`config.mk`:
```
export PLATFORM = sky130hd
export DESIGN_NAME = pxb_ctrl
export DESIGN_NICKNAME = d
export VERILOG_FILES = /design/src/rtl/core/pxb_pkg.sv /design/src/rtl/core/pxb_ctrl.sv
export SDC_FILE = /design/constraint.sdc
export NUM_CORES = 1
export LEC_CHECK = 0
export ABC_AREA = 1
export BUFFER_PORTS_ARGS = -buffer_cell sky130_fd_sc_hd__buf_2
export CAP_MARGIN = 20
export CORE_ASPECT_RATIO = 1.1
export CORE_MARGIN = 2
export CORE_UTILIZATION = 40
export DETAILED_ROUTE_END_ITERATION = 12
export PLACE_DENSITY = 0.7
export SYNTH_ARGS = -nofsm -noshare
export SYNTH_HDL_FRONTEND = slang
export SYNTH_SLANG_ARGS = --single-unit
```
`constraint.sdc`:
```
create_clock -name clock -period 2.6 [get_ports clock]
set_input_delay 0.39 -clock clock [delete_from_list [all_inputs] [get_ports clock]]
set_output_delay 0.39 -clock clock [all_outputs]
set_load 0.05 [all_outputs]
```
`src/rtl/core/pxb_pkg.sv`:
```
// pxb_pkg: shared constants, controller states, datapath operations and status flags
// for the prefix xor basis block; used by pxb_ctrl, pxb_dp and the top level
`timescale 1ns / 1ps

package pxb_pkg;

   // default sizing
   localparam int MAX_ITEMS_DEF  = 256;
   localparam int VALUE_BITS_DEF = 60;

   // fixed port field widths
   localparam int VALUE_W = 60;
   localparam int RANGE_W = 8;

   // controller states
   typedef enum logic [4:0] {
      S_IDLE,
      S_DISP,
      S_A_W0,
      S_A_SLEN,
      S_A_SLENW,
      S_A_SRD,
      S_A_SUSE,
      S_A_DRD,
      S_A_DUSE,
      S_A_DEC,
      S_A_CCHK,
      S_A_CRD,
      S_A_CUSE,
      S_A_WLEN,
      S_Q_LEN,
      S_Q_LENW,
      S_Q_RD,
      S_Q_USE,
      S_Q_DONE
   } state_type;

   // datapath operations, one per cycle
   typedef enum logic [4:0] {
      OP_IDLE,
      OP_LOAD,
      OP_INVALID,
      OP_RESPOND,
      OP_W0,
      OP_RD_SLEN,
      OP_CAP_SLEN,
      OP_RD_SRC,
      OP_CAP_SRC,
      OP_RD_DST,
      OP_REDUCE,
      OP_DECIDE,
      OP_COPY,
      OP_WLEN,
      OP_RD_QLEN,
      OP_RD_Q,
      OP_Q_STEP
   } op_type;

   // datapath status seen by the controller
   typedef struct packed {
      logic act_query;
      logic full;
      logic i_zero;
      logic q_oob;
      logic k_end_a;
      logic k_end_q;
      logic j_end;
      logic x_zero;
      logic q_zero;
      logic copy_more;
      logic out_free;
   } status_type;

endpackage

```
`src/rtl/core/pxb_ctrl.sv`:
```
// pxb_ctrl: sequencer for append and query walks over the basis memory
// depends on pxb_pkg (state_type, op_type, status_type)
`timescale 1ns / 1ps

module pxb_ctrl (
   input  logic                clock,
   input  logic                reset,
   input  logic                req_valid,
   output logic                req_stall,
   input  pxb_pkg::status_type status,
   output pxb_pkg::op_type     op
);

   pxb_pkg::state_type state_ff, state_in;

   // state register
   always_ff @(posedge clock) begin
      if (reset) begin
         state_ff <= pxb_pkg::S_IDLE;
      end else begin
         state_ff <= state_in;
      end
   end

   // next state
   always_comb begin
      state_in = state_ff;
      unique case (state_ff)
         pxb_pkg::S_IDLE:    if (req_valid) state_in = pxb_pkg::S_DISP;
         pxb_pkg::S_DISP: begin
            if (status.act_query) begin
               state_in = status.q_oob ? pxb_pkg::S_Q_DONE : pxb_pkg::S_Q_LEN;
            end else begin
               state_in = status.full ? pxb_pkg::S_IDLE : pxb_pkg::S_A_W0;
            end
         end
         pxb_pkg::S_A_W0:    state_in = status.i_zero ? pxb_pkg::S_A_WLEN : pxb_pkg::S_A_SLEN;
         pxb_pkg::S_A_SLEN:  state_in = pxb_pkg::S_A_SLENW;
         pxb_pkg::S_A_SLENW: state_in = pxb_pkg::S_A_SRD;
         pxb_pkg::S_A_SRD:   state_in = pxb_pkg::S_A_SUSE;
         pxb_pkg::S_A_SUSE:  state_in = pxb_pkg::S_A_DRD;
         pxb_pkg::S_A_DRD:   state_in = pxb_pkg::S_A_DUSE;
         pxb_pkg::S_A_DUSE:  state_in = status.k_end_a ? pxb_pkg::S_A_DEC : pxb_pkg::S_A_DRD;
         pxb_pkg::S_A_DEC: begin
            priority if (status.x_zero) state_in = pxb_pkg::S_A_CCHK;
            else if (status.j_end)      state_in = pxb_pkg::S_A_WLEN;
            else                        state_in = pxb_pkg::S_A_SRD;
         end
         pxb_pkg::S_A_CCHK:  state_in = status.copy_more ? pxb_pkg::S_A_CRD : pxb_pkg::S_A_WLEN;
         pxb_pkg::S_A_CRD:   state_in = pxb_pkg::S_A_CUSE;
         pxb_pkg::S_A_CUSE:  state_in = pxb_pkg::S_A_CCHK;
         pxb_pkg::S_A_WLEN:  state_in = pxb_pkg::S_IDLE;
         pxb_pkg::S_Q_LEN:   state_in = pxb_pkg::S_Q_LENW;
         pxb_pkg::S_Q_LENW:  state_in = pxb_pkg::S_Q_RD;
         pxb_pkg::S_Q_RD:    state_in = pxb_pkg::S_Q_USE;
         pxb_pkg::S_Q_USE: begin
            if (status.q_zero || status.k_end_q) state_in = pxb_pkg::S_Q_DONE;
            else                                 state_in = pxb_pkg::S_Q_RD;
         end
         pxb_pkg::S_Q_DONE:  if (status.out_free) state_in = pxb_pkg::S_IDLE;
         default:            state_in = pxb_pkg::S_IDLE;
      endcase
   end

   // datapath operation per state
   always_comb begin
      op        = pxb_pkg::OP_IDLE;
      req_stall = (state_ff != pxb_pkg::S_IDLE);
      unique case (state_ff)
         pxb_pkg::S_IDLE:    if (req_valid) op = pxb_pkg::OP_LOAD;
         pxb_pkg::S_DISP:    if (status.act_query && status.q_oob) op = pxb_pkg::OP_INVALID;
         pxb_pkg::S_A_W0:    op = pxb_pkg::OP_W0;
         pxb_pkg::S_A_SLEN:  op = pxb_pkg::OP_RD_SLEN;
         pxb_pkg::S_A_SLENW: op = pxb_pkg::OP_CAP_SLEN;
         pxb_pkg::S_A_SRD:   op = pxb_pkg::OP_RD_SRC;
         pxb_pkg::S_A_SUSE:  op = pxb_pkg::OP_CAP_SRC;
         pxb_pkg::S_A_DRD:   op = pxb_pkg::OP_RD_DST;
         pxb_pkg::S_A_DUSE:  op = pxb_pkg::OP_REDUCE;
         pxb_pkg::S_A_DEC:   op = pxb_pkg::OP_DECIDE;
         pxb_pkg::S_A_CCHK:  op = pxb_pkg::OP_IDLE;
         pxb_pkg::S_A_CRD:   op = pxb_pkg::OP_RD_SRC;
         pxb_pkg::S_A_CUSE:  op = pxb_pkg::OP_COPY;
         pxb_pkg::S_A_WLEN:  op = pxb_pkg::OP_WLEN;
         pxb_pkg::S_Q_LEN:   op = pxb_pkg::OP_RD_QLEN;
         pxb_pkg::S_Q_LENW:  op = pxb_pkg::OP_CAP_SLEN;
         pxb_pkg::S_Q_RD:    op = pxb_pkg::OP_RD_Q;
         pxb_pkg::S_Q_USE:   op = pxb_pkg::OP_Q_STEP;
         pxb_pkg::S_Q_DONE:  if (status.out_free) op = pxb_pkg::OP_RESPOND;
         default:            op = pxb_pkg::OP_IDLE;
      endcase
   end

endmodule

```
=== After elaboration in Yosys (flattened, before gate mapping) ===
Cells that the tools add are included.

* Output and inout bits: 6
* Flip-flop bits (word level): 5

* Mux-type cells: 16
* Reductions and logical operators: 7
* Equality and inequality tests: 20

{| class="wikitable"
|+ Operator list
! kind !! number
|-
| 5-bit case mux with 18 select lines || 1
|-
| 5-bit case mux with 16 select lines || 1
|-
| 5-bit by 4-bit == test with 1-bit output, second input constant || 8
|-
| 5-bit by 3-bit == test with 1-bit output, second input constant || 4
|-
| 5-bit 2-to-1 mux || 4
|-
| 4-bit 2-to-1 mux || 4
|-
| 5-bit == test, second input constant || 3
|-
| 5-bit by 2-bit == test with 1-bit output, second input constant || 2
|-
| 2-bit 2-to-1 mux || 4
|-
| 5-bit by 1-bit == test with 1-bit output, second input constant || 1
|-
| 5-bit logical NOT || 1
|-
| 5-bit nonzero test || 1
|-
| 2-bit != test, second input constant || 2
|-
| 2-bit OR reduction || 2
|-
| 3-bit 2-to-1 mux || 1
|-
| 2-bit AND reduction || 1
|-
| 1-bit logical AND || 1
|-
| 1-bit logical OR || 1
|-
| 1-bit 2-to-1 mux || 1
|}

=== Depth between registers and ports, before layout ===
Gate-level depths: netlist (run 1).

* Word-level depth: 3
* Gate-level depth with buffers: 9

=== Worst setup path after synthesis (run 1) ===
OpenSTA, ideal clock, no wires.

* Kind: flip-flop to output port
* Start point: reg state_ff[4]
* End point: out op[4]
* Buffers on the path: 1
* Stages on the path, launching flop included: 4
* Setup slack: 0.509 ns
* Data arrival time: 1.701 ns
* Cells stage by stage: dfxtp_1 inv_1 buf_6 nor3_1

* Word-level cells in the longest chain between the ends: 3
* Elaborated cells on any way between the ends: 21

{| class="wikitable"
|+ RTL lines
! element !! RTL line !! RTL
|-
| start, declared || pxb_ctrl.sv:14 || <nowiki>pxb_pkg::state_type state_ff, state_in;</nowiki>
|-
| start signal, assigned || pxb_ctrl.sv:19 || <nowiki>state_ff <= pxb_pkg::S_IDLE;</nowiki>
|-
| start signal, assigned || pxb_ctrl.sv:21 || <nowiki>state_ff <= state_in;</nowiki>
|-
| 5-bit by 4-bit == test with 1-bit output / 5-bit by 3-bit == test with 1-bit output (equally long branches) || pxb_ctrl.sv:69 || <nowiki>unique case (state_ff)</nowiki>
|-
| 2-bit OR reduction (no line) || -- ||
|-
| 5-bit case mux with 16 select lines (*) || pxb_ctrl.sv:69 ||
|-
| end, declared || pxb_ctrl.sv:11 || <nowiki>output pxb_pkg::op_type op</nowiki>
|}

Mark *: on every way between the ends. The rest lies on a longest branch, timed or not.

=== Worst setup path in the final report (run 1) ===
* Start point: reg state_ff[4]
* End point: out op[1]

Same word-level chain as after synthesis.

==> results of run 1 <==
per-layer routing:
layer / vias up / wire length [um]
met4: 0 / 13
met5: - / 0
met3: 5 / 136
li1: 462 / -
met1: 383 / 817
met2: 46 / 862
cells by family (layout without fill, tap and decap cells):
kind of cell	after synthesis	count (layout)	synth area share, %
AOI/OAI and AO/OA	14	14	11.4
DFF	5	5	15.5
and+or+nand+nor	91	91	59.7
buffers and inverters	21	43	13.4
cell type report:
cell class              instances  share of cell area (%)
multi-input cells             105                    59.1
flip-flops and latches          5                    12.9
repair buffers                 19                    12.2
inverters                      20                    9.66
clock buffers                   4                    3.38
well taps                      17                    2.74
synth_stat cells:
cell type and number:
o211ai_1 1, inv_1 20, a31oi_1 1, nor3_1 5
a21oi_1 6, nand4_1 3, nor2_1 34, o21ai_0 5
o21ai_1 1, nand3_1 13, nand2_1 33, nor2_2 1
buf_6 1, dfxtp_1 5, nand3b_1 1, nand2_4 1
how the worst max path moves through the flow:
stage / startpoint / to / slack [ns] / cells past startpoint
floorplan: state_ff[4]$_SDFFE_PP0P_ / op[4] / 0.51 / 3
global placement: state_ff[4]$_SDFFE_PP0P_ / op[1] / 0.65 / 8
detailed placement: state_ff[4]$_SDFFE_PP0P_ / op[1] / 0.68 / 8
CTS: state_ff[4]$_SDFFE_PP0P_ / op[1] / 0.42 / 8
global route: state_ff[4]$_SDFFE_PP0P_ / op[1] / 0.19 / 8
finish: state_ff[4]$_SDFFE_PP0P_ / op[1] / 0.35 / 8
power by group through the flow:
stage	sequential [mW]	clock, mW	combinational [mW]
finish	0.132	0.0879	0.683
global route	0.135	0.101	0.750
CTS	0.132	0.0936	0.678
detailed placement	0.133	0	0.677
global placement	0.132	0	0.678
floorplan	0.126	0	0.541
metrics by stage:
stage / instance area, sq um / setup WS [ns] / std cells
3_3_place_gp: 751 / 0.650 / 166
2_1_floorplan: 646 / 0.509 / 131
4_1_cts: 777 / 0.418 / 170
6_report: 777 / 0.347 / 170
5_1_grt: 777 / 0.194 / 170
3_5_place_dp: 751 / 0.681 / 166
==> flow_summary.json, run 1 <==
{
  "syn_nets": 145,
  "cts_resized": 0,
  "cts_tree": "built",
  "grt.met2_usage_pct": 33.8,
  "fin_setup_tns_ns": 0,
  "slew_headroom_pct": 74.0,
  "min-delay-path-class": "in2reg",
  "startpoint_type": "flop",
  "multi_input_area_sq_um": 459,
  "grtUsageTotal_pct": 20.8,
  "ir_worst_vdd_mv": 0.417,
  "p_switching_mw": 0.574,
  "dr.pass1.iters": 4,
  "first_iter_violations": 34,
  "num_vias": 896,
  "ys_seq_area_share_pct": 15.5,
  "cts_buffers": 3,
  "remaining_drc_errors": 0,
  "grt.busiest_layer": "met2",
  "layout_common_cells": "34 x nor2_1, 33 x nand2_1, 20 x inv_1",
  "cp.arrival_ns": 1.86,
  "clk_path_buf_depth": 2,
  "synthCells": 131,
  "r2r_cells": 6,
  "ys_top_cells_by_area": "nor2_1 20%, nand2_1 19%, dfxtp_1 16%",
  "min-delay-start": "reset",
  "hold_ws_ns": 0.360,
  "grt_pass1_vias": 756,
  "max_stage_delay_ns": 0.43,
  "regMostFlops": "state_ff",
  "yosysUniqueCellTypes": 16,
  "largest_reg_flops": 5,
  "r2r-start": "state_ff[4]$_SDFFE_PP0P_",
  "crit_chain": "inv_1, nand2_4, nor2_1, nor2_1, nand2_1, nor3_1, nand3_1, buf_2",
  "grt_max_degree": 12,
  "cts_sinks": 5,
  "tightest_slew_ns": 0.390,
  "hold_buffers": 0,
  "yosysTopAreaCell": "nor2_1",
  "clock_latency_ns": 0.24,
  "synth_area_per_cell_sq_um": 4.93,
  "fill_cells": 183,
  "port_buffers": 19,
  "fin_nets": 168,
  "clk_pin_slew_ns": 0.04,
  "drive_above_1_share_pct": 15.7,
  "antenna_found_initial": 0,
  "p_leak_nw": 0.463,
  "wire_per_inst_um": 10.8,
  "drtAntennaViolNets": 0,
  "die_w_um": 42.3,
  "setup_viol": 0,
  "h-tree-depth": 1,
  "num_io_pins": 20,
  "largest_registers": "state_ff x5",
  "power_density_mw_per_mm2": 1160,
  "overflow": 0,
  "start_util_pct": 42.0,
  "syn_area_sq_um": 646,
  "via_per_inst": 5.27,
  "drt_wl_total_um": 1830,
  "slew_violations": 0,
  "yosysWarnings": 0,
  "pwr-share-comb_pct": 75.6,
  "clockRootBuffer": "clkbuf_4",
  "reg2reg_slack_ns": 1.09,
  "area_growth_pct": 20.3,
  "outcome": "completed",
  "min_delay_path_depth": 2,
  "synth_top_area_share_pct": 19.8,
  "cts_setup_buffers": 0,
  "fin_util_pct": 50.5,
  "gr-usage-met1_pct": 25.7,
  "cp_top_family": "simple AND/OR/NAND/NOR gates",
  "drv_cap": 0,
  "gp_congestion": 0.907,
  "dieHeight_um": 46.1,
  "critPathKind": "reg2out",
  "worstPathMaxFanout": 11,
  "row_count": 15,
  "min_to": "state_ff[2]$_SDFFE_PP0P_",
  "die_area_sq_mm": 0.00195,
  "antenna_cells": 0,
  "hold_viol": 0,
  "skew_ns": 0.00207,
  "max_freq_mhz": 444,
  "r2r_end": "state_ff[0]$_SDFFE_PP0P_",
  "worstPathRequired_ns": 2.21,
  "min_period_over_period_pct": 86.7,
  "clock_power_share_pct": 9.7,
  "p_seq_share_pct": 14.6,
  "final_common_cell": "nor2_1",
  "intPower_mw": 0.329,
  "ys_ff_latch": 5,
  "post-route-min-period_ns": 2.25,
  "regArea_sq_um": 100,
  "critPathBufInv": 2,
  "critPathCaptureType": "output port",
  "use_met3_pct": 5.10,
  "rsz0062_at_grt": "false",
  "dp_hpwl_um": 1530,
  "power.total_mw": 0.903,
  "cp_slowest_cell": "dfxtp_1",
  "swShare_pct": 63.5,
  "grt_pass1_wl_um": 3110,
  "crit_top_cell": "nor2_1",
  "core_sq_mm": 0.00154
}
Power figures use the tool's default switching activity.
==> inputs of run 2 (changes only) <==
--- a/config.mk
+++ b/config.mk
@@ -10,9 +10,11 @@
 export CAP_MARGIN = 20
 export CORE_ASPECT_RATIO = 1.1
 export CORE_MARGIN = 2
-export CORE_UTILIZATION = 40
+export CORE_UTILIZATION = 44
 export DETAILED_ROUTE_END_ITERATION = 12
-export PLACE_DENSITY = 0.7
+export GPL_TIMING_DRIVEN = 0
+export PLACE_DENSITY = 0.75
+export REMOVE_ABC_BUFFERS = 1
 export SYNTH_ARGS = -nofsm -noshare
 export SYNTH_HDL_FRONTEND = slang
 export SYNTH_SLANG_ARGS = --single-unit
==> run 2 against run 1 <==
  * Combinational power about the same
  * Sequential power about the same
  * Non-clock buffer count unchanged
  * Die area decreased by 8.3%
  * Cell count decreased by 0.59%
  * Fmax decreased by 0.20%
  * Power increased by 0.29%
  * Critical path depth unchanged
  * Sequential share of layout area about the same
  * Flip-flop and latch count unchanged
  * Largest power group unchanged
==> flow_summary.json, run 2 (synthesis results as in run 1) <==
{
  "grt_pass1_wl_um": 3140,
  "hold_buffers": 0,
  "critPathKind": "reg2out",
  "slew_headroom_pct": 74.2,
  "regMostFlops": "state_ff",
  "layoutNonFillerInstCount": 169,
  "crit_top_cell": "nor2_1",
  "cts_sinks": 5,
  "overflow": 0,
  "clock_latency_ns": 0.24,
  "fin_nets": 168,
  "drv_cap": 0,
  "min_period_over_period_pct": 86.8,
  "slew_violations": 0,
  "wire_per_inst_um": 11.3,
  "largest_reg_flops": 5,
  "min-delay-path-class": "in2reg",
  "clockRootBuffer": "clkbuf_4",
  "final_common_cell": "nor2_1",
  "p_switching_mw": 0.576,
  "worstPathMaxFanout": 11,
  "drt_wl_total_um": 1910,
  "power_density_mw_per_mm2": 1170,
  "cts_setup_buffers": 0,
  "antenna_cells": 0,
  "grt_pass1_vias": 784,
  "die_area_sq_mm": 0.00179,
  "place_inst": 165,
  "via_per_inst": 5.33,
  "remaining_drc_errors": 0,
  "clock_power_share_pct": 9.7,
  "tightest_slew_ns": 0.387,
  "skew_ns": 0.00442,
  "fin_setup_tns_ns": 0,
  "largest_registers": "state_ff x5",
  "p_leak_nw": 0.463,
  "rsz0062_at_grt": "false",
  "layout_common_cells": "34 x nor2_1, 33 x nand2_1, 20 x inv_1",
  "cp_slowest_cell": "dfxtp_1",
  "max_stage_delay_ns": 0.46,
  "drtAntennaViolNets": 0,
  "intPower_mw": 0.329,
  "cts_buffers": 3,
  "pwr-share-comb_pct": 75.7,
  "crit_chain": "inv_1, nand2_4, nor2_1, nor2_1, nand2_1, nor3_1, nand3_1, buf_2",
  "port_buffers": 19,
  "max_freq_mhz": 443,
  "num_io_pins": 20,
  "gp_congestion": 0.926,
  "critPathCaptureType": "output port",
  "worstPathRequired_ns": 2.21,
  "cts_resized": 0,
  "row_count": 14,
  "grtUsageTotal_pct": 24.8,
  "setup_viol": 0,
  "fin_util_pct": 56.8,
  "dr.pass1.iters": 4,
  "cp_top_family": "simple AND/OR/NAND/NOR gates",
  "hold_viol": 0,
  "drive_above_1_share_pct": 15.7,
  "clk_pin_slew_ns": 0.04,
  "core_sq_mm": 0.00137,
  "num_vias": 901,
  "clk_path_buf_depth": 2,
  "startpoint_type": "flop",
  "start_util_pct": 47.3,
  "outcome": "completed",
  "ir_worst_vdd_mv": 0.518,
  "dieHeight_um": 44.2,
  "die_w_um": 40.5,
  "post-route-min-period_ns": 2.26,
  "cp.arrival_ns": 1.87,
  "h-tree-depth": 1,
  "swShare_pct": 63.6,
  "p_seq_share_pct": 14.6,
  "dp_hpwl_um": 1570,
  "first_iter_violations": 60,
  "cts_tree": "built",
  "antenna_found_initial": 0,
  "critPathBufInv": 2,
  "power.total_mw": 0.906,
  "area_growth_pct": 20.2,
  "grt_max_degree": 12
}
run 2: cell counts in the layout (fill, tap and decap cells not counted):
Identical to the previous run, type by type.
run 2: layout make-up:
type / count / area, sq um
Clock buffer: 4 / 26.3
Fill cell: 149 / 591
Inverter: 20 / 75.1
Multi-Input combinational cell: 105 / 459
Sequential cell: 5 / 100
Tap cell: 16 / 20.0
Timing Repair Buffer: 19 / 95.1
run 2: per-layer routing:
layer	up-vias	global-route usage, %	wire length [um]
met3	0	3.02	82
met2	34	42.2	995
met4	0	7.33	0
met1	406	31.5	836
li1	461	-	-
met5	-	0	0
run 2: worst paths after layout:
check,start,endpoint,slack [ns],depth (start not counted)
worst max-delay path,state_ff[4]$_SDFFE_PP0P_,op[1],0.34,8
worst min-delay path,reset,state_ff[3]$_SDFFE_PP0P_,0.36,2
worst max register to register,state_ff[4]$_SDFFE_PP0P_,state_ff[1]$_SDFFE_PP0P_,1.09,9
worst min register to register,state_ff[1]$_SDFFE_PP0P_,state_ff[4]$_SDFFE_PP0P_,0.72,5
run 2: power by group through the flow:
stage               Combinational, mW  Clock (mW)  Sequential [mW]
finish                          0.686      0.0875            0.133
global route                    0.750       0.101            0.137
CTS                             0.682      0.0926            0.132
detailed placement              0.680           0            0.133
global placement                0.676           0            0.134
floorplan                       0.535           0            0.126
run 2: per-stage QoR:
| step | hold slack [ns] | worst slack [ns] | instance area [sq um] |
|---|---|---|---|
| after floorplan | 0.459 | 0.509 | 634 |
| after global placement | 0.603 | 0.640 | 749 |
| after detailed placement | 0.611 | 0.632 | 749 |
| after CTS | 0.361 | 0.376 | 776 |
| after global routing | 0.352 | 0.215 | 776 |
| final | 0.363 | 0.342 | 776 |
run 2: worst reg2reg max path, delay by kind of cell (launching register included):
kind,cells,cell delay (ns)
AND/OR/NAND/NOR,7,0.71
flip-flops,1,0.37
buffers and inverters,2,0.37
==> inputs of run 3 (changes only) <==
--- a/config.mk
+++ b/config.mk
@@ -6,14 +6,14 @@
 export NUM_CORES = 1
 export LEC_CHECK = 0
 export ABC_AREA = 1
-export BUFFER_PORTS_ARGS = -buffer_cell sky130_fd_sc_hd__buf_2
 export CAP_MARGIN = 20
 export CORE_ASPECT_RATIO = 1.1
 export CORE_MARGIN = 2
 export CORE_UTILIZATION = 44
 export DETAILED_ROUTE_END_ITERATION = 12
+export DONT_BUFFER_PORTS = 1
 export GPL_TIMING_DRIVEN = 0
-export PLACE_DENSITY = 0.75
+export PLACE_DENSITY = 0.64
 export REMOVE_ABC_BUFFERS = 1
 export SYNTH_ARGS = -nofsm -noshare
 export SYNTH_HDL_FRONTEND = slang
==> run 3 against run 2 <==
  * Flip-flop and latch count unchanged
  * Global-route usage down 1.6 points
  * Combinational power down 9.5%
  * Non-clock buffer count down 18
  * Clock skew up 0.0017 ns
  * Critical path depth down 1
==> flow_summary.json, run 3 (synthesis results as in run 1) <==
{
  "outcome": "completed",
  "die_area_sq_mm": 0.00179,
  "drtAntennaViolNets": 0,
  "fin_util_pct": 50.4,
  "design_area_sq_um": 688,
  "min-delay-start": "reset",
  "multi_input_area_sq_um": 459,
  "gp_congestion": 0.965,
  "min_period_over_period_pct": 90.6,
  "startpoint_type": "flop",
  "dieHeight_um": 44.2,
  "dp_hpwl_um": 1420,
  "worstPathRequired_ns": 2.21,
  "cts_resized": 0,
  "fill_cells": 151,
  "crit_chain": "inv_1, nand2_4, nor2_1, nor2_1, nand2_1, nor3_1, nand3_1",
  "clock_power_share_pct": 10.4,
  "min_delay_path_depth": 1,
  "slew_violations": 0,
  "num_io_pins": 20,
  "cts_setup_buffers": 0,
  "cp_slowest_cell": "dfxtp_1",
  "start_util_pct": 47.3,
  "grt_max_degree": 12,
  "cp.arrival_ns": 1.97,
  "min_to": "state_ff[3]$_SDFFE_PP0P_",
  "grt_pass1_vias": 695,
  "tightest_slew_ns": 0.616,
  "port_buffers": 0,
  "clk_path_buf_depth": 2,
  "grtUsageTotal_pct": 23.1,
  "final_common_cell": "nor2_1",
  "ir_worst_vdd_mv": 0.568,
  "max_stage_delay_ns": 0.45,
  "crit_top_cell": "nor2_1",
  "cts_tree": "built",
  "max_freq_mhz": 424,
  "num_vias": 849,
  "remaining_drc_errors": 0,
  "p_seq_share_pct": 15.9,
  "r2r-start": "state_ff[4]$_SDFFE_PP0P_",
  "placed_area_sq_um": 662,
  "regArea_sq_um": 100,
  "first_iter_violations": 53,
  "regMostFlops": "state_ff",
  "h-tree-depth": 1,
  "core_sq_mm": 0.00137,
  "antenna_found_initial": 0,
  "cts_sinks": 5,
  "setup_viol": 0,
  "worstPathMaxFanout": 11,
  "via_per_inst": 5.62,
  "overflow": 0,
  "hold_viol": 0,
  "pwr-share-comb_pct": 73.7,
  "r2r_cells": 6,
  "drt_wl_total_um": 1760,
  "fin_setup_tns_ns": 0,
  "wire_per_inst_um": 11.6,
  "area_growth_pct": 6.59,
  "row_count": 14,
  "r2r_end": "state_ff[0]$_SDFFE_PP0P_",
  "die_w_um": 40.5,
  "grt_pass1_wl_um": 2900,
  "cts_buffers": 3,
  "post-route-min-period_ns": 2.36,
  "largest_registers": "state_ff x5",
  "slew_headroom_pct": 58.8,
  "power_density_mw_per_mm2": 1220,
  "skew_ns": 0.00612,
  "hold_buffers": 0,
  "clockRootBuffer": "clkbuf_4",
  "critPathKind": "reg2out",
  "min-delay-path-class": "in2reg",
  "clk_pin_slew_ns": 0.05,
  "fin_nets": 150,
  "layout_common_cells": "34 x nor2_1, 33 x nand2_1, 20 x inv_1",
  "p_leak_nw": 0.388,
  "reg2reg_slack_ns": 0.86,
  "drive_above_1_share_pct": 4.44,
  "dr.pass1.iters": 4,
  "swShare_pct": 66.4,
  "largest_reg_flops": 5,
  "critPathCaptureType": "output port",
  "drv_cap": 0,
  "clock_latency_ns": 0.24,
  "p_switching_mw": 0.560,
  "intPower_mw": 0.283,
  "rsz0062_at_grt": "false",
  "antenna_cells": 0
}
run 3: worst max path at each step:
stage / startpoint / endpoint / slack (ns) / cells past startpoint
floorplan: state_ff[3]$_SDFFE_PP0P_ / op[4] / 0.51 / 3
global placement: state_ff[4]$_SDFFE_PP0P_ / op[4] / 0.32 / 2
detailed placement: state_ff[4]$_SDFFE_PP0P_ / op[1] / 0.53 / 7
CTS: state_ff[4]$_SDFFE_PP0P_ / op[1] / 0.26 / 7
global route: state_ff[4]$_SDFFE_PP0P_ / op[1] / 0.11 / 7
finish: state_ff[4]$_SDFFE_PP0P_ / op[1] / 0.24 / 7
run 3: layout make-up:
type                            count  share of cell area (%)
Timing Repair Buffer                1                    1.09
Tap cell                           16                    2.91
Multi-Input combinational cell    105                    66.7
Sequential cell                     5                    14.5
Inverter                           20                    10.9
Clock buffer                        4                    3.82
run 3: through the flow:
step / hold WS (ns) / std cells / total power [mW] / worst slack, ns
detailed placement: 0.466 / 147 / 0.749 / 0.526
CTS: 0.220 / 151 / 0.839 / 0.260
global placement: 0.462 / 146 / 0.745 / 0.319
finish: 0.226 / 151 / 0.843 / 0.244
global route: 0.213 / 151 / 0.913 / 0.106
floorplan: 0.459 / 130 / 0.662 / 0.509
run 3: critical path: cells and delay by family (launching register included):
| kind | cells | cell delay (ns) |
|---|---|---|
| simple gates | 6 | 1.03 |
| flops | 1 | 0.45 |
| buf+inv | 1 | 0.24 |
run 3: power by group through the flow:
stage / clock network, mW / logic, mW / registers, mW
2_1_floorplan: 0 / 0.535 / 0.126
3_3_place_gp: 0 / 0.611 / 0.134
3_5_place_dp: 0 / 0.614 / 0.134
4_1_cts: 0.0909 / 0.615 / 0.133
5_1_grt: 0.0978 / 0.678 / 0.137
6_report: 0.0872 / 0.621 / 0.134
run 3: metal layers:
| metal | wire length [um] | vias to the layer above | global-route usage [%] | share of wire [%] |
|---|---|---|---|---|
| met3 | 151 | 2 | 4.02 | 8.6 |
| met4 | 23 | 0 | 8.67 | 1.3 |
| met2 | 850 | 56 | 34.0 | 48 |
| met5 | 0 | - | 0 | 0 |
| met1 | 734 | 366 | 33.2 | 42 |
| li1 | - | 425 | - | - |
